[config.mk]
export PLATFORM = sky130hd
export DESIGN_NAME = v3alu_queue
export DESIGN_NICKNAME = d
export VERILOG_FILES = /design/src/rtl/v3alu_pkg.sv /design/src/rtl/v3alu_queue.sv
export SDC_FILE = /design/constraint.sdc
export NUM_CORES = 1
export LEC_CHECK = 0
export BUFFER_PORTS_ARGS = -buffer_cell sky130_fd_sc_hd__buf_2
export CORE_ASPECT_RATIO = 2
export CORE_MARGIN = 1
export CORE_UTILIZATION = 49
export DETAILED_ROUTE_END_ITERATION = 8
export PLACE_DENSITY = 0.8
export SLEW_MARGIN = 20
export SYNTH_ARGS = -nofsm -noshare
export SYNTH_HDL_FRONTEND = slang
export SYNTH_SLANG_ARGS = --single-unit
[constraint.sdc]
create_clock -name clock -period 4.7 [get_ports clock]
set_input_delay 0.705 -clock clock [delete_from_list [all_inputs] [get_ports clock]]
set_output_delay 0.705 -clock clock [all_outputs]
set_load 0.005 [all_outputs]
[src/rtl/v3alu_pkg.sv]
package v3alu_pkg;

   typedef enum logic [2:0] {
      OP_MAG   = 3'd0,
      OP_SCALE = 3'd1,
      OP_ADD   = 3'd2,
      OP_DOT   = 3'd3,
      OP_CROSS = 3'd4,
      OP_PROJ  = 3'd5,
      OP_AREA  = 3'd6,
      OP_BAD   = 3'd7
   } op_type;

   typedef enum logic [1:0] {
      ST_OK   = 2'd0,
      ST_DIV0 = 2'd1,
      ST_BAD  = 2'd2
   } status_type;

   typedef struct packed {
      op_type op;
      logic   use_root;
      logic   use_div;
   } cls_type;

   typedef struct packed {
      cls_type           cls;
      logic [2:0][15:0]  a;
      logic [2:0][15:0]  b;
      logic [15:0]       sc;
   } cmd_type;

endpackage

[src/rtl/v3alu_queue.sv]
module v3alu_queue import v3alu_pkg::*; #(
   parameter int DEPTH = 4
) (
   input  logic    clock,
   input  logic    reset,
   input  logic    push,
   input  cmd_type push_cmd,
   output logic    full,
   input  logic    pop,
   output logic    valid,
   output cmd_type head_cmd
);

   localparam int PW = $clog2(DEPTH);
   localparam int CW = $clog2(DEPTH + 1);

   cmd_type         mem_ff [DEPTH];
   logic [PW-1:0]   wr_ff, wr_in, rd_ff, rd_in;
   logic [CW-1:0]   cnt_ff, cnt_in;

   assign full     = cnt_ff == CW'(DEPTH);
   assign valid    = cnt_ff != '0;
   assign head_cmd = mem_ff[rd_ff];

   always_comb begin
      wr_in  = wr_ff;
      rd_in  = rd_ff;
      if (push) begin
         wr_in = (wr_ff == PW'(DEPTH - 1)) ? '0 : wr_ff + 1'b1;
      end
      if (pop) begin
         rd_in = (rd_ff == PW'(DEPTH - 1)) ? '0 : rd_ff + 1'b1;
      end
      cnt_in = cnt_ff + CW'(push) - CW'(pop);
   end

   always_ff @(posedge clock) begin
      if (reset) begin
         wr_ff  <= '0;
         rd_ff  <= '0;
         cnt_ff <= '0;
      end else begin
         wr_ff  <= wr_in;
         rd_ff  <= rd_in;
         cnt_ff <= cnt_in;
      end
   end

   always_ff @(posedge clock) begin
      if (push) begin
         mem_ff[wr_ff] <= push_cmd;
      end
   end

   a_no_overflow: assert property (@(posedge clock) disable iff (reset) push |-> !full)
      else $error("item written into full queue");
   a_no_underflow: assert property (@(posedge clock) disable iff (reset) pop |-> valid)
      else $error("item taken from empty queue");
   a_count: assert property (@(posedge clock) disable iff (reset)
      cnt_ff == $past(cnt_ff) + CW'($past(push)) - CW'($past(pop)))
      else $error("queue count out of step");

endmodule

==> Word-level counts from Yosys, hierarchy flattened <==
Memory sizes are Yosys's and may differ from the RTL's. A register that Yosys moved wholly into a read port is not among the register bits.
Index checks and enable logic that the tools add are counted.
{ "totals": {"output_inout_bits": 119, "reg_bits": 7, "mem_count": 1, "ramBits": 468} }
{ "op_classes": {"n_reduce_logical": 1, "mux": 6, "eq_ne": 3, "n_addsub": 4} }
{ "mem_list": {"columns": ["name", "words", "width", "rd", "rd_ports_with_merged_regs", "wr", "line", "rtl"], "rows": [
  ["mem_ff", 4, 117, 1, 1, 1, "v3alu_queue.sv:17", "cmd_type mem_ff [DEPTH];"]
]} }
{ "op_table": {"columns": ["op", "count"], "rows": [
  ["$mux 2", 4],
  ["$add 2x1->2 const B", 2],
  ["$eq 2x2->1 const B", 2],
  ["$add 3x1->3", 1],
  ["$eq 3x3->1 const B", 1],
  ["$reduce_bool 3->1", 1],
  ["$sub 3x1->3", 1],
  ["$mux 1", 2]
]} }

==> Depth between registers and ports, before layout <==
Gate-level depths: netlist of run 1.
{ "depth": {"word_depth": 4, "depth_mapped": 7} }

==> Worst setup path after synthesis of run 1 <==
OpenSTA, ideal clock, no wires.
{ "synth_timing": {"path_type": "input to register", "from": "in push", "to": "mem mem_ff[0][0] (netlist name), enable pin", "t_arrival_ps": 3393, "cell_stages": 1, "path_slack_ps": 818, "setup_ps": 489, "path_cell_list": "and2_1"} }
{ "synth_via": {"elab_chain_cells": 2} }
{ "synth_rtl": {"columns": ["item", "line", "rtl"], "rows": [
  ["start: declaration", "v3alu_queue.sv:6", "input logic push,"],
  ["$mux 1", "v3alu_queue.sv:50", "if (push) begin"],
  ["$mux 1 (not written as such)", "v3alu_queue.sv:51", "mem_ff[wr_ff] <= push_cmd;"],
  ["end: declaration", "v3alu_queue.sv:17", null]
]} }
Every way passes these cells.

==> out/qor.yml, run 1 <==
cp.required_ns: 3.99
clock_latency_ns: 0.53
grt_start_max_net_pins: 66
cts_setup_buffers: 0
endpoint: "head_cmd[13]"
finalInstanceArea_mm2: 0.0204
dp_cells: 1325
period_needed_ns: 3.21
rows: 97
clk_pin_slew_ns: 0.07
fin_ws_ns: 1.49
cts-buffers-inserted: 39
start_util_pct: 49.5
postLayoutCoreUtil_pct: 58.3
synthCells: 654
rsz0062_at_grt: "false"
cts_root_buffer: "clkbuf_16"
use_met1_pct: 20.1
yosysSeqAreaShare_pct: 82.3
cts-resized-gates: 0
path_class: "reg2out"
top_usage_layer: "met2"
grt_pass1_vias: 8017
tightest_slew_ns: 0.929
slew_headroom_pct: 38.1
synth_area_mm2: 0.0173
setup_tns_ns: 0
avgSynthCellArea_um2: 26.5
powerDensity_mw_per_mm2: 430
min_from: "push_cmd[24]"
synth_cell_types: 20
reg2regPathDepth: 3
met3_usage_pct: 3.69
viasPerCell: 5.51
r2r-start: "wr_ff[0]$_SDFFE_PP0P_"
wl_per_cell_um: 22.8
ant_nets: 0
power_leakage_nw: 6.80
cts_buffer_depth: 3
dpl-instance-area_mm2: 0.0191
path_cells: "buf_4, mux4_2, buf_2"
ioPinCount: 240
hold_violations: 0
power.total_mw: 8.76
fin_skew_ns: 0.00567
cts_tree: "yes"
final_cells: 1409
end_kind: "output port"
cap_viol_max_count: 0
cts.sinks: 477
ys_warn_count: 0
grt_use_met2_pct: 30.8
vias: 7769
cp-start-kind: "register"
grtUsageTotal_pct: 17.8
hold_buffers: 0
fin_nets: 1050
dr.pass1.iters: 5
fin_crit_sh_pct: 68.3
ys_ff_latch: 477
final_layout_size_suffix_gt1_share_pct: 45.7
crit_cells: 3
die_area_mm2: 0.0361
timing.critical_path.buf_inv: 2
drv_slew: 0
dieHeight_um: 268
cp_max_fo: 35
hold_path_class: "in2reg"
reg2reg_to: "mem_ff[1][15]$_DFFE_PP_"
h-tree-depth: 2
setup_viol: 0
antenna_found_initial: 18
dp_hpwl_um: 19400
die_w_um: 135
drc: 0
coreArea_mm2: 0.0350
area_growth_pct: 17.7
status: "complete, no violations"
syn_nets: 783
gp_congestion: 0.735
critPathArrivalTime_ns: 2.50
slowest_stage: "dfxtp_4"
critPathMaxStageDelay_ns: 0.82
grt_pass1_wl_um: 46700
grt-ovfl-total: 0
fmax_ghz: 0.312
crit_family: "flip-flops"
place_ws_ns: 1.98
ir_worst_vdd_mv: 0.344
regToRegSetupSlack_ns: 2.77
drt-initial-drc-count: 475
port_buffers: 239
routed_wl_um: 32200
holdWs_ns: 0.391
==> where the power goes <==
group | switching [mW] | leakage [nW] | internal, mW
sequential | 0.0691 | 4.37 | 4.86
clock | 1.38 | 0.605 | 1.77
combinational | 0.338 | 1.82 | 0.353
==> registers in the layout, summed over array words and instances (netlist names), named ones only <==
| name | flops |
|---|---|
| cnt_ff | 3 |
| mem_ff | 468 |
| rd_ff | 2 |
| wr_ff | 2 |
==> worst register-to-register path: cells and delay by family (launching register included) <==
family / cells / cell delay [ns]
adder cells (fa/ha/maj): 1 / 0.17
buffers and inverters: 1 / 0.55
flip-flops: 1 / 0.39
AND/OR/NAND/NOR: 1 / 0.45
==> Yosys cell counts <==
| library cell | instances | share of area [%] |
|---|---|---|
| and2_1 | 4 | 0.14 |
| ha_1 | 7 | 0.51 |
| or3_1 | 1 | 0.036 |
| inv_1 | 6 | 0.13 |
| or3b_2 | 2 | 0.10 |
| nor2_1 | 3 | 0.065 |
| nand2b_1 | 2 | 0.072 |
| and3_1 | 1 | 0.036 |
| dfxtp_1 | 9 | 1.0 |
| clkbuf_1 | 7 | 0.15 |
| fa_1 | 1 | 0.12 |
| edfxtp_1 | 468 | 81 |
| buf_4 | 1 | 0.043 |
| buf_6 | 5 | 0.33 |
| mux4_2 | 117 | 15 |
| buf_2 | 13 | 0.38 |
| a21oi_1 | 2 | 0.058 |
| nor2b_1 | 2 | 0.072 |
| xor3_1 | 1 | 0.14 |
| mux2i_1 | 2 | 0.12 |
==> layer usage <==
layer	part of all wire (%)	up-vias	wire [um]
met1	35	4003	11300
met2	54	294	17300
met5	0.21	-	67
li1	-	3367	-
met4	5.4	10	1720
met3	5.5	95	1760
==> final cells by class <==
cell class | count | area, um2
Fill cell | 2502 | 14600
Sequential cell | 477 | 14200
Timing Repair Buffer | 252 | 1370
Clock buffer | 49 | 1060
Tap cell | 445 | 557
Multi-Input combinational cell | 145 | 2900
Clock inverter | 22 | 193
Inverter | 6 | 22.5
Antenna cell | 13 | 32.5
==> kinds of logic (layout without fill, tap and decap cells) <==
logic type	after synthesis	after routing	share of synthesized area, %
compound gates	2	2	0.0579
buf+inv	32	329	1.03
fa+ha+maj	8	8	0.622
xor+xnor	1	1	0.137
mux	119	119	15.3
flops	477	477	82.3
other cells	0	13	0
simple gates	15	15	0.528
==> layout by cell type (no fill, tap or decap) <==
| cell type | Yosys | layout |
|---|---|---|
| xor3_1 | 1 | 1 |
| edfxtp_1 | 468 | 468 |
| buf_2 | 13 | 239 |
| clkbuf_1 | 7 | 8 |
| or3b_2 | 2 | 2 |
| clkinv_4 | 0 | 1 |
| ha_1 | 7 | 7 |
| mux4_2 | 117 | 117 |
| nand2b_1 | 2 | 2 |
| clkinvlp_4 | 0 | 4 |
| clkinv_1 | 0 | 5 |
| or3_1 | 1 | 1 |
| a21oi_1 | 2 | 2 |
| dfxtp_4 | 0 | 2 |
| buf_4 | 1 | 7 |
| clkinv_2 | 0 | 9 |
| diode_2 | 0 | 13 |
| clkbuf_16 | 0 | 41 |
| inv_1 | 6 | 6 |
| and2_4 | 0 | 4 |
| fa_1 | 1 | 1 |
| mux2i_1 | 2 | 2 |
| bufinv_16 | 0 | 3 |
| dfxtp_1 | 9 | 7 |
| buf_12 | 0 | 6 |
| nor2b_1 | 2 | 2 |
| and3_1 | 1 | 1 |
| nor2_1 | 3 | 3 |
==> worst min path at each step <==
stage	to	slack (ns)	depth (start not counted)
after global routing	mem_ff[2][44]$_DFFE_PP_	0.37	1
after CTS	mem_ff[1][58]$_DFFE_PP_	0.36	1
after detailed placement	register	0.51	2
after floorplan	register	0.47	2
final	mem_ff[0][24]$_DFFE_PP_	0.39	1
after global placement	register	0.49	2
Note: power is estimated with default switching activity, not from simulation.
==> run 2: changes to the inputs <==
--- a/config.mk
+++ b/config.mk
@@ -10,7 +10,7 @@
 export CORE_MARGIN = 1
 export CORE_UTILIZATION = 49
 export DETAILED_ROUTE_END_ITERATION = 8
-export PLACE_DENSITY = 0.8
+export PLACE_DENSITY = 0.82
 export SLEW_MARGIN = 20
 export SYNTH_ARGS = -nofsm -noshare
 export SYNTH_HDL_FRONTEND = slang
==> constraint.sdc (replaced) <==
create_clock -name clock -period 2.93 [get_ports clock]
set_input_delay 0.4395 -clock clock [delete_from_list [all_inputs] [get_ports clock]]
set_output_delay 0.4395 -clock clock [all_outputs]
set_load 0.005 [all_outputs]
==> out/qor.yml, run 2 (synthesis results as in run 1) <==
reg2regPathDepth: 4
ioPinCount: 240
drv_slew: 0
dp_hpwl_um: 21700
nFillCells: 2448
setup_viol: 0
grt_start_max_net_pins: 66
fin_ws_ns: 0.302
final_cells: 1410
period_needed_ns: 2.63
dp_cells: 1332
slew_headroom_pct: 59.7
grt-ovfl-total: 0
grtUsageTotal_pct: 19.0
cp.required_ns: 2.49
gp_congestion: 0.729
largest_register_ffs: 468
cts_root_buffer: "clkbuf_16"
tightest_slew_ns: 0.604
grt_pass1_vias: 8292
die_w_um: 135
powerDensity_mw_per_mm2: 689
fmax_ghz: 0.381
critPathArrivalTime_ns: 2.19
fin_nets: 1057
end_kind: "output port"
drt-initial-drc-count: 538
hold_path_class: "in2reg"
fin_skew_ns: 0.00736
dr.pass1.iters: 5
routed_wl_um: 33800
rows: 97
top_regs: "mem_ff x468, cnt_ff x3"
start_util_pct: 49.5
cts-resized-gates: 0
dpl-instance-area_mm2: 0.0193
final_cell_mix: "edfxtp_1 (468), buf_2 (239), mux4_2 (117)"
cts_setup_buffers: 0
holdWs_ns: 0.124
power.total_mw: 14.2
die_area_mm2: 0.0361
h-tree-depth: 2
hold_buffers: 0
drc: 0
ant_nets: 0
cts_tree: "yes"
final_layout_size_suffix_gt1_share_pct: 45.8
wl_per_cell_um: 24.0
cts_buffer_depth: 3
hold_violations: 0
top_register: "mem_ff"
ir_worst_vdd_mv: 0.562
setup_tns_ns: 0
cp-start-kind: "register"
port_buffers: 239
fin_crit_sh_pct: 89.7
coreArea_mm2: 0.0350
cts.sinks: 477
antenna_found_initial: 14
clk_pin_slew_ns: 0.06
vias: 7785
clock_latency_ns: 0.52
finalInstanceArea_mm2: 0.0205
final_common_cell: "edfxtp_1"
status: "complete, no violations"
grt_pass1_wl_um: 49400
power_leakage_nw: 6.87
path_class: "reg2out"
postLayoutCoreUtil_pct: 58.8
viasPerCell: 5.52
rsz0062_at_grt: "false"
area_growth_pct: 18.7
place_ws_ns: 0.823
cap_viol_max_count: 0
cts-buffers-inserted: 39
cp_max_fo: 17
worstHoldPathCells: 1
dieHeight_um: 268
-- run 2: changes by cell type in the layout (fill, tap and decap cells not counted), moves of 2 or more --
cell and change:
buf_12 +10, buf_4 -3, clkinv_2 -3, clkinvlp_4 -3
diode_2 -3, clkinv_1 +2
-- run 2: critical path, cell delays in order, from the launching register on --
cell     delay [ns]
dfxtp_4        0.51
buf_12         0.24
buf_12         0.21
mux4_2         0.55
buf_2          0.15
-- run 2: worst paths after layout --
path,from,end,slack [ns]
setup reg to reg,wr_ff[0]$_SDFFE_PP0P_,mem_ff[2][63]$_DFFE_PP_,1.08
hold reg to reg,rd_ff[0]$_SDFFE_PP0P_,register,0.53
setup / recovery,register,head_cmd[113],0.30
hold / removal,push_cmd[41],mem_ff[0][41]$_DFFE_PP_,0.12
-- run 2: routing by layer --
layer	global-route usage, %	up-vias	share of wire [%]
li1	-	3385	-
met3	3.46	77	4.7
met5	0	-	0.19
met1	20.4	4032	34
met2	35.0	281	58
met4	9.60	10	3.8
-- run 2: cell type report --
class	instances	area, um2	area share [%]
Antenna cell	10	25.0	0.122
Clock buffer	49	1060	5.14
Clock inverter	19	193	0.938
Inverter	6	22.5	0.110
Multi-Input combinational cell	145	2900	14.1
Sequential cell	477	14200	69.3
Tap cell	445	557	2.71
Timing Repair Buffer	259	1550	7.53
-- run 2: where the power goes --
part | internal, mW | leakage [nW] | switching (mW)
Sequential | 7.79 | 4.37 | 0.0940
Clock | 2.91 | 0.610 | 2.18
Combinational | 0.598 | 1.89 | 0.590
==> run 3: changes to the inputs <==
--- a/config.mk
+++ b/config.mk
@@ -5,12 +5,13 @@
 export SDC_FILE = /design/constraint.sdc
 export NUM_CORES = 1
 export LEC_CHECK = 0
+export ABC_CLOCK_PERIOD_IN_PS = 3300
 export BUFFER_PORTS_ARGS = -buffer_cell sky130_fd_sc_hd__buf_2
 export CORE_ASPECT_RATIO = 2
 export CORE_MARGIN = 1
 export CORE_UTILIZATION = 49
 export DETAILED_ROUTE_END_ITERATION = 8
-export PLACE_DENSITY = 0.82
+export PLACE_DENSITY = 0.8
 export SLEW_MARGIN = 20
 export SYNTH_ARGS = -nofsm -noshare
 export SYNTH_HDL_FRONTEND = slang
==> constraint.sdc (replaced) <==
create_clock -name clock -period 3.3 [get_ports clock]
set_input_delay 0.495 -clock clock [delete_from_list [all_inputs] [get_ports clock]]
set_output_delay 0.495 -clock clock [all_outputs]
set_load 0.005 [all_outputs]
==> out/qor.yml, run 3 (synthesis results as in run 1) <==
cp-start-kind: "register"
ioPinCount: 240
grt_start_max_net_pins: 65
fin_skew_ns: 0.0137
switchingPower_mw: 2.57
fin_ws_ns: 0.587
grt-ovfl-total: 0
viasPerCell: 5.46
clock_latency_ns: 0.53
antenna_found_initial: 14
area_growth_pct: 18.8
hold_buffers: 0
p_int_mw: 10.3
setup_tns_ns: 0
drt-initial-drc-count: 451
cp_max_fo: 44
grt_pass1_vias: 8363
gp_congestion: 0.769
p_seq_share_pct: 54.4
port_buffers: 239
rsz0062_at_grt: "false"
p_clk_share_pct: 37.7
dp_hpwl_um: 21400
coreArea_mm2: 0.0350
cts_setup_buffers: 0
postLayoutCoreUtil_pct: 58.8
path_class: "reg2out"
ant_nets: 0
top_register: "mem_ff"
dieHeight_um: 268
powerDensity_mw_per_mm2: 626
end_kind: "output port"
swShare_pct: 20.0
rows: 97
drc: 0
start_util_pct: 49.5
fmax_ghz: 0.369
hold_path_class: "in2reg"
top_regs: "mem_ff x468, cnt_ff x3"
grt_pass1_wl_um: 49000
clk_pin_slew_ns: 0.07
largest_register_ffs: 468
final_layout_size_suffix_gt1_share_pct: 46.1
cts.sinks: 477
fin_crit_sh_pct: 82.2
cp.required_ns: 2.80
die_area_mm2: 0.0361
period_needed_ns: 2.71
wl_per_cell_um: 23.7
holdWs_ns: 0.177
tightest_slew_ns: 0.804
cap_viol_max_count: 0
status: "complete, no violations"
h-tree-depth: 2
fin_nets: 1057
cts_buffer_depth: 3
cts_tree: "yes"
dpl-instance-area_mm2: 0.0192
dr.pass1.iters: 4
critPathArrivalTime_ns: 2.22
cts-resized-gates: 0
setup_viol: 0
drv_slew: 0
slew_headroom_pct: 46.4
place_ws_ns: 1.10
vias: 7709
cts-buffers-inserted: 39
final_common_cell: "edfxtp_1"
power_leakage_nw: 6.90
hold_violations: 0
final_cell_mix: "edfxtp_1 (468), buf_2 (239), mux4_2 (117)"
cts_root_buffer: "clkbuf_16"
ir_worst_vdd_mv: 0.546
p_comb_share_pct: 8.0
die_w_um: 135
finalInstanceArea_mm2: 0.0205
grtUsageTotal_pct: 18.8
routed_wl_um: 33400
run 3: final cells by class:
class	count	area [um2]
antenna	13	32.5
clock buffer	50	1080
clock inverter	18	269
fill	2421	14400
inverter	6	22.5
multi-input combinational	145	2900
sequential	477	14200
tap	445	557
timing repair buffer	259	1450
run 3: worst paths after layout:
check | from | endpoint | slack (ns) | cells past startpoint
hold reg to reg | rd_ff[0]$_SDFFE_PP0P_ | register | 0.54 | 2
setup reg to reg | cnt_ff[0]$_SDFF_PP0_ | cnt_ff[2]$_SDFF_PP0_ | 1.47 | 7
setup / recovery | register | head_cmd[76] | 0.59 | 3
hold / removal | push_cmd[37] | mem_ff[3][37]$_DFFE_PP_ | 0.18 | 1
run 3: power by group through the flow:
stage / registers [mW] / clock network, mW / logic (mW)
5_1_grt: 7.01 / 5.12 / 1.11
4_1_cts: 7.00 / 4.95 / 1.05
3_3_place_gp: 7.11 / 0 / 1.02
2_1_floorplan: 7.09 / 0 / 0.567
3_5_place_dp: 7.13 / 0 / 1.04
6_report: 6.99 / 4.84 / 1.02
run 3: stage by stage:
step	total power, mW	instances
final	12.9	1413
after global routing	13.2	1411
after CTS	13.0	1400
after detailed placement	8.17	1332
after global placement	8.12	1332
after floorplan	7.66	654
run 3: layer usage:
metal / routed length, um / vias to the layer above / track usage (%)
met1: 11400 / 4027 / 19.9
met4: 1500 / 4 / 10.8
met3: 1500 / 68 / 3.26
met5: 25 / - / 0
li1: - / 3375 / -
met2: 19000 / 235 / 34.7
run 3: critical path, cell delays in order (launching register included):
cell and delay (ns):
dfxtp_4 0.85, buf_4 0.35, mux4_2 0.33, buf_2 0.15
