<file path="src/rtl/v3alu_pkg.sv">
package v3alu_pkg;

   typedef enum logic [2:0] {
      OP_MAG   = 3'd0,
      OP_SCALE = 3'd1,
      OP_ADD   = 3'd2,
      OP_DOT   = 3'd3,
      OP_CROSS = 3'd4,
      OP_PROJ  = 3'd5,
      OP_AREA  = 3'd6,
      OP_BAD   = 3'd7
   } op_type;

   typedef enum logic [1:0] {
      ST_OK   = 2'd0,
      ST_DIV0 = 2'd1,
      ST_BAD  = 2'd2
   } status_type;

   typedef struct packed {
      op_type op;
      logic   use_root;
      logic   use_div;
   } cls_type;

   typedef struct packed {
      cls_type           cls;
      logic [2:0][15:0]  a;
      logic [2:0][15:0]  b;
      logic [15:0]       sc;
   } cmd_type;

endpackage

</file>
<file path="src/rtl/v3alu_front.sv">
module v3alu_front import v3alu_pkg::*; (
   input  logic          clock,
   input  logic          reset,
   input  logic          req_tvalid,
   output logic          req_tready,
   input  logic [111:0]  req_tdata,
   input  logic [2:0]    req_tuser,
   input  logic          q_full,
   output logic          q_push,
   output cmd_type       q_cmd
);

   logic    front_v_ff, front_v_in;
   cmd_type cmd_ff, cmd_in;
   logic    take;

   assign req_tready = !front_v_ff || !q_full;
   assign take       = req_tvalid && req_tready;
   assign q_push     = front_v_ff && !q_full;
   assign q_cmd      = cmd_ff;

   always_comb begin
      cmd_in.cls.op       = op_type'(req_tuser);
      cmd_in.cls.use_root = 1'b0;
      cmd_in.cls.use_div  = 1'b0;
      unique case (cmd_in.cls.op)
         OP_MAG, OP_AREA: cmd_in.cls.use_root = 1'b1;
         OP_PROJ:         cmd_in.cls.use_div  = 1'b1;
         default: begin
         end
      endcase
      cmd_in.a[0] = req_tdata[15:0];
      cmd_in.a[1] = req_tdata[31:16];
      cmd_in.a[2] = req_tdata[47:32];
      cmd_in.b[0] = req_tdata[63:48];
      cmd_in.b[1] = req_tdata[79:64];
      cmd_in.b[2] = req_tdata[95:80];
      cmd_in.sc   = req_tdata[111:96];
   end

   always_comb begin
      front_v_in = front_v_ff;
      if (take) begin
         front_v_in = 1'b1;
      end else if (q_push) begin
         front_v_in = 1'b0;
      end
   end

   always_ff @(posedge clock) begin
      if (reset) begin
         front_v_ff <= 1'b0;
      end else begin
         front_v_ff <= front_v_in;
      end
   end

   always_ff @(posedge clock) begin
      if (take) begin
         cmd_ff <= cmd_in;
      end
   end

endmodule

</file>
<file path="config.mk">
export PLATFORM = sky130hd
export DESIGN_NAME = v3alu_front
export DESIGN_NICKNAME = d
export VERILOG_FILES = /design/src/rtl/v3alu_pkg.sv /design/src/rtl/v3alu_front.sv
export SDC_FILE = /design/constraint.sdc
export NUM_CORES = 1
export LEC_CHECK = 0
export BUFFER_PORTS_ARGS = -buffer_cell sky130_fd_sc_hd__buf_4
export CAP_MARGIN = 20
export CORE_MARGIN = 2
export CORE_UTILIZATION = 30
export DETAILED_ROUTE_END_ITERATION = 6
export GPL_ROUTABILITY_DRIVEN = 0
export PLACE_DENSITY = 0.6
export SLEW_MARGIN = 20
export SYNTH_ARGS = -nofsm -noshare
export SYNTH_HDL_FRONTEND = slang
export SYNTH_SLANG_ARGS = --single-unit
</file>
<file path="constraint.sdc">
create_clock -name clock -period 4 [get_ports clock]
set_input_delay 0.4 -clock clock [delete_from_list [all_inputs] [get_ports clock]]
set_output_delay 0.4 -clock clock [all_outputs]
set_load 0.03 [all_outputs]
</file>
# ---- Word-level counts from Yosys, hierarchy flattened
# Cells that the tools add are included.
# Widths: inputs -> output; s select.
dict set report word_totals {
  regBits 118
  input_bits 119
  out_inout_bits 119
}
dict set report classes {
  mux 4
  eq_ne 2
  reduce_logical 8
}
# cell n
set ops {}
lappend ops {{$eq 3x3->1 const B} 2}
lappend ops {{$mux 1} 4}
lappend ops {{$logic_not 3->1} 1}
lappend ops {{$logic_and 1x1->1} 2}
lappend ops {{$logic_not 1->1} 2}
lappend ops {{$reduce_bool 2->1} 1}
lappend ops {{$reduce_or 2->1} 1}
lappend ops {{$logic_or 1x1->1} 1}

# ---- Logic depth before layout (Yosys ltp)
# Gate-level depths: netlist of the first run.
dict set report depth {
  word_depth 4
  mapped_depth 2
  mapped_depth_nobuf 2
}

# ---- Worst setup path after synthesis of the first run
# OpenSTA, ideal clock, no wires.
dict set report synth_path {
  path_kind {input port to flip-flop}
  startpoint {input q_full}
  endpoint {register cmd_ff, in the netlist q_cmd[0] (enable)}
  t_arrival_ns 3.396
  required_time_ns 3.511
  slack_ns 0.115
  setup_time_ns 0.489
  stages 2
  path_cell_list {nand2_1 and2_1}
}
dict set report synth_between {
  elab_chain_cells 3
}
# element line_no
set synth_rtl {}
lappend synth_rtl {{from (decl)} v3alu_front.sv:8} ;# input logic q_full,
lappend synth_rtl {{$logic_not 1->1} v3alu_front.sv:17} ;# assign req_tready = !front_v_ff || !q_full;
lappend synth_rtl {{$logic_or 1x1->1} v3alu_front.sv:17}
lappend synth_rtl {{$logic_and 1x1->1} v3alu_front.sv:18} ;# assign take = req_tvalid && req_tready;
lappend synth_rtl {{to (signal assigned)} v3alu_front.sv:60} ;# cmd_ff <= cmd_in;
lappend synth_rtl {{to (decl)} v3alu_front.sv:14} ;# cmd_type cmd_ff, cmd_in;
# No other way between the ends.
# A chain may end at the register's enable or synchronous reset.

# ---- Worst setup path after layout of the first run
dict set report layout_path {
  startpoint {register front_v_ff}
  endpoint {register cmd_ff, in the netlist q_cmd[5] (enable)}
}
dict set report layout_between {
  elab_chain_cells 3
}
# element line_no
set layout_rtl {}
lappend layout_rtl {{from (decl)} v3alu_front.sv:13} ;# logic front_v_ff, front_v_in;
lappend layout_rtl {{from (signal assigned)} v3alu_front.sv:54} ;# front_v_ff <= front_v_in;
lappend layout_rtl {{$logic_not 1->1} v3alu_front.sv:17}
lappend layout_rtl {{$logic_or 1x1->1} v3alu_front.sv:17}
lappend layout_rtl {{$logic_and 1x1->1} v3alu_front.sv:18}
# No other way between the ends.

==> results of run 1 <==
[critical path: cells and delay by family (launching register included)]
| family | cells | cell delay (ns) |
|---|---|---|
| buffers and inverters | 1 | 0.49 |
| flip-flops | 1 | 0.32 |
| AND/OR/NAND/NOR | 2 | 0.69 |
[routing by layer]
metal  up-vias  GRT usage
met5         -          0
met4         0     0.0691
met3        11     0.0959
met2       137      0.236
met1      1080      0.134
li1       1029          -
[where the power goes]
group / switching [mW] / internal (mW) / leakage (nW)
logic: 0.217 / 0.158 / 1.17
clock network: 0.548 / 0.917 / 0.264
registers: 0.0205 / 1.45 / 1.14
total: 0.786 / 2.52 / 2.58
[layout by cell type (no fill, tap or decap), types with 2 or more instances in the layout]
cell | netlist | routed
buf_4 | 0 | 239
bufinv_16 | 0 | 2
clkbuf_16 | 0 | 17
clkinv_4 | 0 | 3
clkinvlp_4 | 0 | 6
edfxtp_1 | 117 | 117
inv_6 | 0 | 2
nand2_1 | 2 | 2
nor2_1 | 3 | 3
[final cells by class]
type / instances / area (um^2)
clock buffers: 17 / 425
repair buffers: 239 / 1790
well taps: 143 / 179
fillers: 938 / 5380
clock inverters: 14 / 154
flip-flops and latches: 118 / 3530
multi-input cells: 9 / 50.0
[cell families after synthesis]
logic type / count (synthesis) / synth area share
AOI/OAI and AO/OA: 1 / 0.00140
xor gates and xnor gates: 1 / 0.00245
DFF: 118 / 0.987
and+or+nand+nor: 7 / 0.00944
[through the flow]
step	utilization	instances	power [mW]	instance area, um^2
global placement	0.483	509	1.87	5560
CTS	0.533	540	3.35	6140
global route	0.533	540	3.42	6140
finish	0.533	540	3.31	6140
floorplan	-	127	1.67	3580
detailed placement	0.483	509	1.87	5560
[sequential cells by signal (all words and copies together) (netlist names)]
name        flops
q_cmd         117
front_v_ff      1
[path summary, 6_finish.rpt]
kind,end,slack (ns),cells after the start
max,q_cmd[5]$_DFFE_PP_,2.07,3
min,front_v_ff$_SDFFE_PP0P_,0.15,2
max reg2reg,q_cmd[5]$_DFFE_PP_,2.07,3
min reg2reg,front_v_ff$_SDFFE_PP0P_,0.51,2
==> results.sh, run 1 <==
export IMPL_syn_inst=127
export IMPL_io_pins=238
export IMPL_outcome="finished with violations"
export IMPL_post_route_cells_drive_above_1_share=0.685
export IMPL_synth_top_area_cell="edfxtp_1"
export IMPL_grt_overflow_total=0
export IMPL_synth_area_top_cells="edfxtp_1 (98%), dfxtp_1 (0.56%), nor2_1 (0.31%), and2b_2 (0.24%), xor2_1 (0.24%)"
export IMPL_clk_pin_slew_worst_paths_ns=0.06
export IMPL_syn_nets=246
export IMPL_period_minus_slack_ns=1.93
export IMPL_post_place_ws_ns=1.87
export IMPL_crit_fanout=57
export IMPL_path_cells="nand2_1 > and2_4 > buf_4"
export IMPL_critPathSlowestCell="and2_4"
export IMPL_wl_per_cell_um=17.0
export IMPL_route_met3_wl_um=1340
export IMPL_clock_path_buffers=2
export IMPL_setup_worst_path_class="flip-flop to flip-flop"
export IMPL_area_delta_synth_final_pct=71.3
export IMPL_die_y_um=113
export IMPL_h_tree_depth=4
export IMPL_hold_path_startpoint="reset"
export IMPL_crit_required_ns=4.05
export IMPL_die_area_mm2=0.0128
export IMPL_period_share=0.482
export IMPL_grt_max_degree=58
export IMPL_gr_usage_all_layers=0.142
export IMPL_drt_iter0_drc=71
export IMPL_cp_start_kind="flip-flop"
export IMPL_postSynthAreaPerCell_um2=28.2
export IMPL_synth_common_cells="edfxtp_1 (117), nor2_1 (3), nand2_1 (2)"
export IMPL_n_antenna_cell=0
export IMPL_place_hpwl_um=6910
export IMPL_rows=39
export IMPL_fmax_ghz=0.519
export IMPL_highest_layer="met4"
export IMPL_start_util=0.311
export IMPL_skew_ns=0.00679
export IMPL_netlist_area_mm2=0.00358
export IMPL_drc=10
export IMPL_p_per_area_mw_per_mm2=539
export IMPL_hold_viol=0
export IMPL_antenna_found_initial=0
export IMPL_finalSetupTns_ns=0
export IMPL_nets=504
export IMPL_cp_arrival_ns=1.98
export IMPL_grt_pass1_wl_um=13100
export IMPL_firstDrtPassIters=6
export IMPL_worstMarginPinSlew_ns=0.738
export IMPL_finalWorstSetupSlack_ns=2.07
export IMPL_max_slew_margin=0.508
export IMPL_vias=2257
export IMPL_die_w_um=113
export IMPL_route_met2_wl_um=4820
export IMPL_wl_met1_um=2870
export IMPL_synth_ff_type="edfxtp_1"
export IMPL_endpoint_kind="flip-flop"
export IMPL_cts_root_buf="clkbuf_16"
export IMPL_post_cts_resize_count=0
export IMPL_insertion_delay_ns=0.40
export IMPL_cpPeakStageDelay_ns=0.61
export IMPL_yosysUniqueCellTypes=8
export IMPL_violations="design-rule violations"
export IMPL_hold_slack_ns=0.151
export IMPL_cts_tree="done"
export IMPL_rsz0062_at_grt="false"
export IMPL_ys_seq_area_frac=0.987
export IMPL_ant_nets=0
export IMPL_port_buffers=237
export IMPL_hold_class="input port to flip-flop"
export IMPL_async_reset_ff_frac=0
export IMPL_synth_most_common_cell="edfxtp_1"
export IMPL_routed_via_density=4.18
export IMPL_post_cts_buffers=0
export IMPL_leakage_nw=2.58
export IMPL_coreArea_mm2=0.0115
export IMPL_cap_violations=0
export IMPL_yosysWarningCount=0
export IMPL_setup_violations_final=0
export IMPL_clock_sinks=118
export IMPL_synth_edf_count=117
export IMPL_critPathLaunch="front_v_ff$_SDFFE_PP0P_"
export IMPL_yosysTopAreaCellShare=0.981
export IMPL_routed_wl_um=9160
export IMPL_synth_seq_cells=118
export IMPL_ir_drop_mv=0.277
export IMPL_ctsHoldBuffers=0
export IMPL_grt_pass1_vias=2496
export IMPL_timing_rr_start="front_v_ff$_SDFFE_PP0P_"
export IMPL_drv_slew=0
export IMPL_cts_buffers=17
No activity file was read; power rests on OpenSTA's default activity.
==> inputs of run 2 (changes only) <==
- PLACE_DENSITY: 0.6 -> 0.62
- clock period: 4 -> 1.6 ns (I/O delays scaled with it)
==> results.sh, run 2 <==
export IMPL_cts_root_buf="clkbuf_16"
export IMPL_port_buffers=237
export IMPL_die_y_um=113
export IMPL_synth_seq_cells=118
export IMPL_post_cts_resize_count=0
export IMPL_syn_inst=127
export IMPL_synth_ff_type="edfxtp_1"
export IMPL_error="[ERROR RSZ-0060] Max buffer count reached."
export IMPL_start_util=0.311
export IMPL_yosysUniqueCellTypes=8
export IMPL_clock_path_buffers=2
export IMPL_ctsHoldBuffers=109
export IMPL_clock_sinks=118
export IMPL_yosysWarningCount=0
export IMPL_cts_buffers=17
export IMPL_post_place_ws_ns=0.386
export IMPL_synth_common_cells="edfxtp_1 (117), nor2_1 (3), nand2_1 (2)"
export IMPL_netlist_area_mm2=0.00358
export IMPL_io_pins=238
export IMPL_postSynthAreaPerCell_um2=28.2
export IMPL_post_cts_buffers=0
export IMPL_async_reset_ff_frac=0
export IMPL_outcome="stopped before the end"
export IMPL_ys_seq_area_frac=0.987
export IMPL_synth_top_area_cell="edfxtp_1"
export IMPL_yosysTopAreaCellShare=0.981
export IMPL_haltStage="clock tree synthesis"
export IMPL_synth_edf_count=117
export IMPL_h_tree_depth=4
export IMPL_die_w_um=113
export IMPL_synth_most_common_cell="edfxtp_1"
export IMPL_synth_area_top_cells="edfxtp_1 (98%), dfxtp_1 (0.56%), nor2_1 (0.31%), and2b_2 (0.24%), xor2_1 (0.24%)"
export IMPL_rows=39
export IMPL_postPlaceCellArea_mm2=0.00559
export IMPL_syn_nets=246
[run 2: logic make-up after synthesis]
logic type                Yosys count  synth area share
and+or+nand+nor                     7           0.00944
xor gates and xnor gates            1           0.00245
DFF                               118             0.987
AOI/OAI and AO/OA                   1           0.00140
[run 2: stage by stage]
step / TNS, ns / hold slack [ns] / instances / util
after detailed placement: 0 / 0.320 / 509 / 0.485
after global placement: 0 / 0.310 / 509 / 0.485
after floorplan: -16.34 / 0.225 / 127 / -
==> inputs of run 3 (changes only) <==
- CORE_UTILIZATION: 30 -> 20
- PLACE_DENSITY: 0.62 -> unset
- PLACE_DENSITY_LB_ADDON: unset -> 0.15
- clock period: 1.6 -> 2.1 ns (I/O delays scaled with it)
==> results.sh, run 3 (synthesized netlist as in run 1, its figures left out) <==
export IMPL_crit_required_ns=2.20
export IMPL_grt_pass1_vias=3054
export IMPL_finalSetupTns_ns=0
export IMPL_cap_violations=0
export IMPL_skew_ns=0.00681
export IMPL_holdPathEnd="front_v_ff$_SDFFE_PP0P_"
export IMPL_port_buffers=237
export IMPL_cpPeakStageDelay_ns=0.42
export IMPL_antenna_found_initial=0
export IMPL_reg2reg_slack_ns=0.63
export IMPL_setup_violations_final=0
export IMPL_ff2ff_path_depth=3
export IMPL_period_minus_slack_ns=1.47
export IMPL_die_area_mm2=0.0190
export IMPL_seqCellArea_mm2=0.00353
export IMPL_crit_fanout=28
export IMPL_area_delta_synth_final_pct=108
export IMPL_endpoint_kind="flip-flop"
export IMPL_final_cell_mix="buf_4 (238), edfxtp_1 (117), dlygate4sd3_1 (116), clkbuf_16 (17), clkinvlp_4 (5)"
export IMPL_outcome="finished, final reports clean"
export IMPL_critPathSlowestCell="and2_4"
export IMPL_max_slew_margin=0.715
export IMPL_clk_pin_slew_worst_paths_ns=0.06
export IMPL_hold_slack_ns=0.0359
export IMPL_p_per_area_mw_per_mm2=875
export IMPL_period_share=0.698
export IMPL_start_util=0.206
export IMPL_routed_wl_um=10900
export IMPL_nFillCells=1563
export IMPL_cts_root_buf="clkbuf_16"
export IMPL_die_w_um=138
export IMPL_rr_endpoint="q_cmd[49]$_DFFE_PP_"
export IMPL_routed_via_density=3.67
export IMPL_cts_buffers=17
export IMPL_cp_arrival_ns=1.56
export IMPL_setup_worst_path_class="flip-flop to flip-flop"
export IMPL_leakage_nw=3.09
export IMPL_post_route_cells_drive_above_1_share=0.533
export IMPL_h_tree_depth=4
export IMPL_path_cells="nand2_1 > and2_4 > buf_4"
export IMPL_cts_tree="done"
export IMPL_hold_viol=0
export IMPL_nets=622
export IMPL_n_antenna_cell=0
export IMPL_hold_class="input port to flip-flop"
export IMPL_final_common_cell="buf_4"
export IMPL_hold_path_startpoint="req_tvalid"
export IMPL_largest_register_ffs=117
export IMPL_grt_pass1_wl_um=15900
export IMPL_grt_overflow_total=0
export IMPL_finalPower_mw=6.52
export IMPL_fmax_ghz=0.682
export IMPL_ant_nets=0
export IMPL_place_hpwl_um=7480
export IMPL_wl_per_cell_um=14.7
export IMPL_insertion_delay_ns=0.41
export IMPL_rsz0062_at_grt="false"
export IMPL_multi_input_area_um2=50.0
export IMPL_coreArea_mm2=0.0174
export IMPL_drv_slew=0
export IMPL_grt_max_degree=32
export IMPL_critical_path_top_delay_family="simple AND/OR/NAND/NOR gates"
export IMPL_drc=0
export IMPL_critPathBufInv=1
export IMPL_gr_usage_all_layers=0.117
export IMPL_die_y_um=138
export IMPL_ir_drop_mv=0.504
export IMPL_rows=48
export IMPL_worstMarginPinSlew_ns=0.428
export IMPL_clock_path_buffers=2
export IMPL_drt_iter0_drc=84
export IMPL_clock_sinks=118
export IMPL_cp_start_kind="flip-flop"
export IMPL_timing_rr_start="front_v_ff$_SDFFE_PP0P_"
export IMPL_vias=2717
export IMPL_io_pins=238
export IMPL_firstDrtPassIters=4
export IMPL_min_path_cells=3
[run 3: what timing repair did]
action	4_1_cts	5_1_grt
hold buffers	116	0
setup buffers	0	0
hold endpoints to repair	116	0
setup endpoints to repair	0	0
gates resized for setup	0	0
[run 3: cell type report]
class	count	area share
Sequential cell	118	0.474
Clock inverter	15	0.0210
Multi-Input combinational cell	9	0.00671
Timing Repair Buffer	357	0.403
Clock buffer	17	0.0571
Tap cell	225	0.0378
[run 3: metrics by stage]
step                cells  instance area (um^2)  utilization  setup WS, ns
CTS                   741                  7450        0.428         0.632
floorplan             127                  3580            -         0.217
global placement      593                  5710        0.328         0.629
detailed placement    593                  5710        0.328         0.619
finish                741                  7450        0.428         0.634
global route          741                  7450        0.428         0.534
[run 3: routing by layer]
| metal | wire (um) | share of wire | vias up | track usage |
|---|---|---|---|---|
| li1 | - | - | 1267 | - |
| met2 | 5650 | 0.52 | 149 | 0.197 |
| met3 | 1240 | 0.11 | 10 | 0.0699 |
| met4 | 156 | 0.014 | 0 | 0.0527 |
| met1 | 3830 | 0.35 | 1291 | 0.116 |
| met5 | 0 | 0 | - | 0 |
[run 3: how the worst max path moves through the flow]
stage | start | to | slack [ns] | depth (start not counted)
floorplan | front_v_ff$_SDFFE_PP0P_ | q_cmd[0]$_DFFE_PP_ | 0.22 | 2
global route | front_v_ff$_SDFFE_PP0P_ | q_cmd[33]$_DFFE_PP_ | 0.53 | 3
global placement | q_full | q_cmd[46]$_DFFE_PP_ | 0.63 | 4
CTS | front_v_ff$_SDFFE_PP0P_ | q_cmd[49]$_DFFE_PP_ | 0.63 | 3
finish | front_v_ff$_SDFFE_PP0P_ | q_cmd[49]$_DFFE_PP_ | 0.63 | 3
detailed placement | q_full | q_cmd[107]$_DFFE_PP_ | 0.62 | 4
[run 3: where the power goes]
part | total [mW] | switching (mW) | internal [mW]
combinational | 0.918 | 0.463 | 0.454
sequential | 2.80 | 0.0390 | 2.76
clock | 2.81 | 1.06 | 1.75
[run 3: worst min-delay path, stage by stage]
cell and delay, ns:
buf_4 0.08, a21oi_1 0.03, nor2_1 0.08
==> inputs of run 4 (changes only) <==
- ABC_AREA: unset -> 1
- clock period: 2.1 -> 1.2 ns (I/O delays scaled with it)
==> results.sh, run 4 <==
export IMPL_synth_ff_type="edfxtp_1"
export IMPL_ir_drop_mv=0.893
export IMPL_fmax_ghz=0.808
export IMPL_async_reset_ff_frac=0
export IMPL_die_area_mm2=0.0191
export IMPL_worstMarginPinSlew_ns=0.181
export IMPL_cts_buffers=17
export IMPL_ant_nets=0
export IMPL_routed_via_density=3.54
export IMPL_grt_pass1_vias=3032
export IMPL_h_tree_depth=4
export IMPL_synth_common_cells="edfxtp_1 (117), inv_1 (5), nand2_1 (3), nor2_1 (3)"
export IMPL_timing_rr_start="front_v_ff$_SDFFE_PP0P_"
export IMPL_post_route_cells_drive_above_1_share=0.525
export IMPL_finalWorstSetupSlack_ns=-0.0380
export IMPL_rsz0062_at_grt="true"
export IMPL_critical_path_top_delay_family="flip-flops"
export IMPL_place_hpwl_um=6950
export IMPL_coreArea_mm2=0.0178
export IMPL_hold_viol=0
export IMPL_area_delta_synth_final_pct=111
export IMPL_path_cells="buf_6 > inv_2 > nor2_1 > buf_4"
export IMPL_drc=0
export IMPL_pwr_share_comb=0.147
export IMPL_outcome="finished with violations"
export IMPL_yosysWarningCount=0
export IMPL_endpoint_kind="primary output"
export IMPL_clock_path_buffers=2
export IMPL_cp_start_kind="flip-flop"
export IMPL_drt_iter0_drc=81
export IMPL_power_share_clock=0.419
export IMPL_hold_class="input port to flip-flop"
export IMPL_ys_seq_area_frac=0.982
export IMPL_synth_edf_count=117
export IMPL_nets=637
export IMPL_cts_root_buf="clkbuf_16"
export IMPL_p_int_mw=8.69
export IMPL_rows=49
export IMPL_synth_area_top_cells="edfxtp_1 (98%), dfxtp_1 (0.56%), inv_1 (0.52%), nand2_1 (0.31%), nor2_1 (0.31%)"
export IMPL_die_y_um=138
export IMPL_n_antenna_cell=0
export IMPL_clock_sinks=118
export IMPL_p_switching_mw=2.58
export IMPL_finalSetupTns_ns=-0.0380
export IMPL_io_pins=238
export IMPL_antenna_found_initial=0
export IMPL_final_common_cell="buf_4"
export IMPL_vias=2690
export IMPL_crit_fanout=2
export IMPL_syn_nets=252
export IMPL_p_per_area_mw_per_mm2=1490
export IMPL_synth_most_common_cell="edfxtp_1"
export IMPL_cap_violations=0
export IMPL_start_util=0.202
export IMPL_grt_overflow_total=0
export IMPL_grt_max_degree=29
export IMPL_wl_per_cell_um=13.3
export IMPL_drv_slew=0
export IMPL_postSynthAreaPerCell_um2=27.1
export IMPL_seq_power_share=0.434
export IMPL_final_cell_mix="buf_4 (241), dlygate4sd3_1 (117), edfxtp_1 (117), clkbuf_16 (18)"
export IMPL_largest_register_ffs=117
export IMPL_period_minus_slack_ns=1.24
export IMPL_routed_wl_um=10100
export IMPL_cts_tree="done"
export IMPL_yosysUniqueCellTypes=9
export IMPL_netlist_area_mm2=0.00360
export IMPL_switching_share=0.229
export IMPL_yosysTopAreaCellShare=0.976
export IMPL_leakage_nw=3.18
export IMPL_critPathLaunch="front_v_ff$_SDFFE_PP0P_"
export IMPL_period_share=1.03
export IMPL_critPathSlowestCell="dfxtp_2"
export IMPL_post_cts_buffers=0
export IMPL_setup_violations_final=1
export IMPL_port_buffers=237
export IMPL_synth_seq_cells=118
export IMPL_finalPower_mw=11.3
export IMPL_crit_required_ns=1.08
export IMPL_violations="negative setup slack"
export IMPL_cp_arrival_ns=1.12
export IMPL_firstDrtPassIters=3
export IMPL_grt_pass1_wl_um=15300
export IMPL_cpPeakStageDelay_ns=0.35
export IMPL_skew_ns=0.00680
export IMPL_synth_top_area_cell="edfxtp_1"
export IMPL_max_slew_margin=0.879
export IMPL_insertion_delay_ns=0.40
export IMPL_setup_worst_path_class="flip-flop to primary output"
export IMPL_die_w_um=138
export IMPL_clk_pin_slew_worst_paths_ns=0.05
export IMPL_critPathBufInv=3
export IMPL_hold_path_startpoint="req_tvalid"
export IMPL_gr_usage_all_layers=0.105
export IMPL_syn_inst=133
export IMPL_post_place_ws_ns=0.00840
==> run 4: routing by layer <==
| layer | GRT usage | wire, um |
|---|---|---|
| met5 | 0 | 0 |
| met4 | 0.0483 | 182 |
| met3 | 0.0603 | 1050 |
| met2 | 0.175 | 5000 |
| met1 | 0.108 | 3850 |
==> run 4: repair_timing <==
item                                    CTS  global route
pin swaps                                 1             0
hold buffers                            117             0
resized for setup                         4             0
endpoints found under the setup margin   14            14
hold endpoints to repair                116             0
gates cloned                              0             1
==> run 4: stage by stage <==
| stage | utilization | cells | cell area, um^2 | hold WS, ns |
|---|---|---|---|---|
| 5_1_grt | 0.425 | 760 | 7580 | 0.0205 |
| 4_1_cts | 0.424 | 759 | 7560 | 0.0132 |
| 3_5_place_dp | 0.326 | 610 | 5820 | 0.274 |
| 3_3_place_gp | 0.326 | 610 | 5820 | 0.274 |
| 2_1_floorplan | - | 133 | 3610 | 0.175 |
| 6_report | 0.425 | 760 | 7580 | 0.0370 |
==> run 4: final timing paths <==
| kind | cells past startpoint | slack, ns | endpoint |
|---|---|---|---|
| setup / recovery | 4 | -0.04 | q_push |
| hold / removal | 3 | 0.04 | front_v_ff$_SDFFE_PP0P_ |
| setup reg to reg | 3 | 0.04 | q_cmd[44]$_DFFE_PP_ |
| hold reg to reg | 3 | 0.61 | front_v_ff$_SDFFE_PP0P_ |
==> run 4: layout make-up <==
| cell class | count | area (um^2) |
|---|---|---|
| Clock inverter | 11 | 109 |
| Tap cell | 229 | 287 |
| Clock buffer | 21 | 440 |
| Timing Repair Buffer | 366 | 3140 |
| Multi-Input combinational cell | 10 | 58.8 |
| Fill cell | 1608 | 10300 |
| Inverter | 5 | 18.8 |
| Sequential cell | 118 | 3530 |
==> run 4: cell families after synthesis <==
logic type | count (synthesis) | share of synthesized area
flip-flops | 118 | 0.982
AND/OR/NAND/NOR | 8 | 0.00938
buffers and inverters | 5 | 0.00521
AO/OA/AOI/OAI | 2 | 0.00382
==> run 4: worst register-to-register path: cells and delay by family, from the launching register on <==
family,cells,cell delay [ns]
buffers and inverters,2,0.38
AO/OA/AOI/OAI,1,0.14
flip-flops,1,0.33
==> run 4: power by group through the flow <==
stage	Clock, mW	Combinational [mW]	Sequential (mW)
CTS	4.88	1.66	4.90
global placement	0	1.34	4.98
global route	5.07	1.74	4.91
finish	4.72	1.65	4.89
floorplan	0	0.0917	5.47
detailed placement	0	1.34	4.98
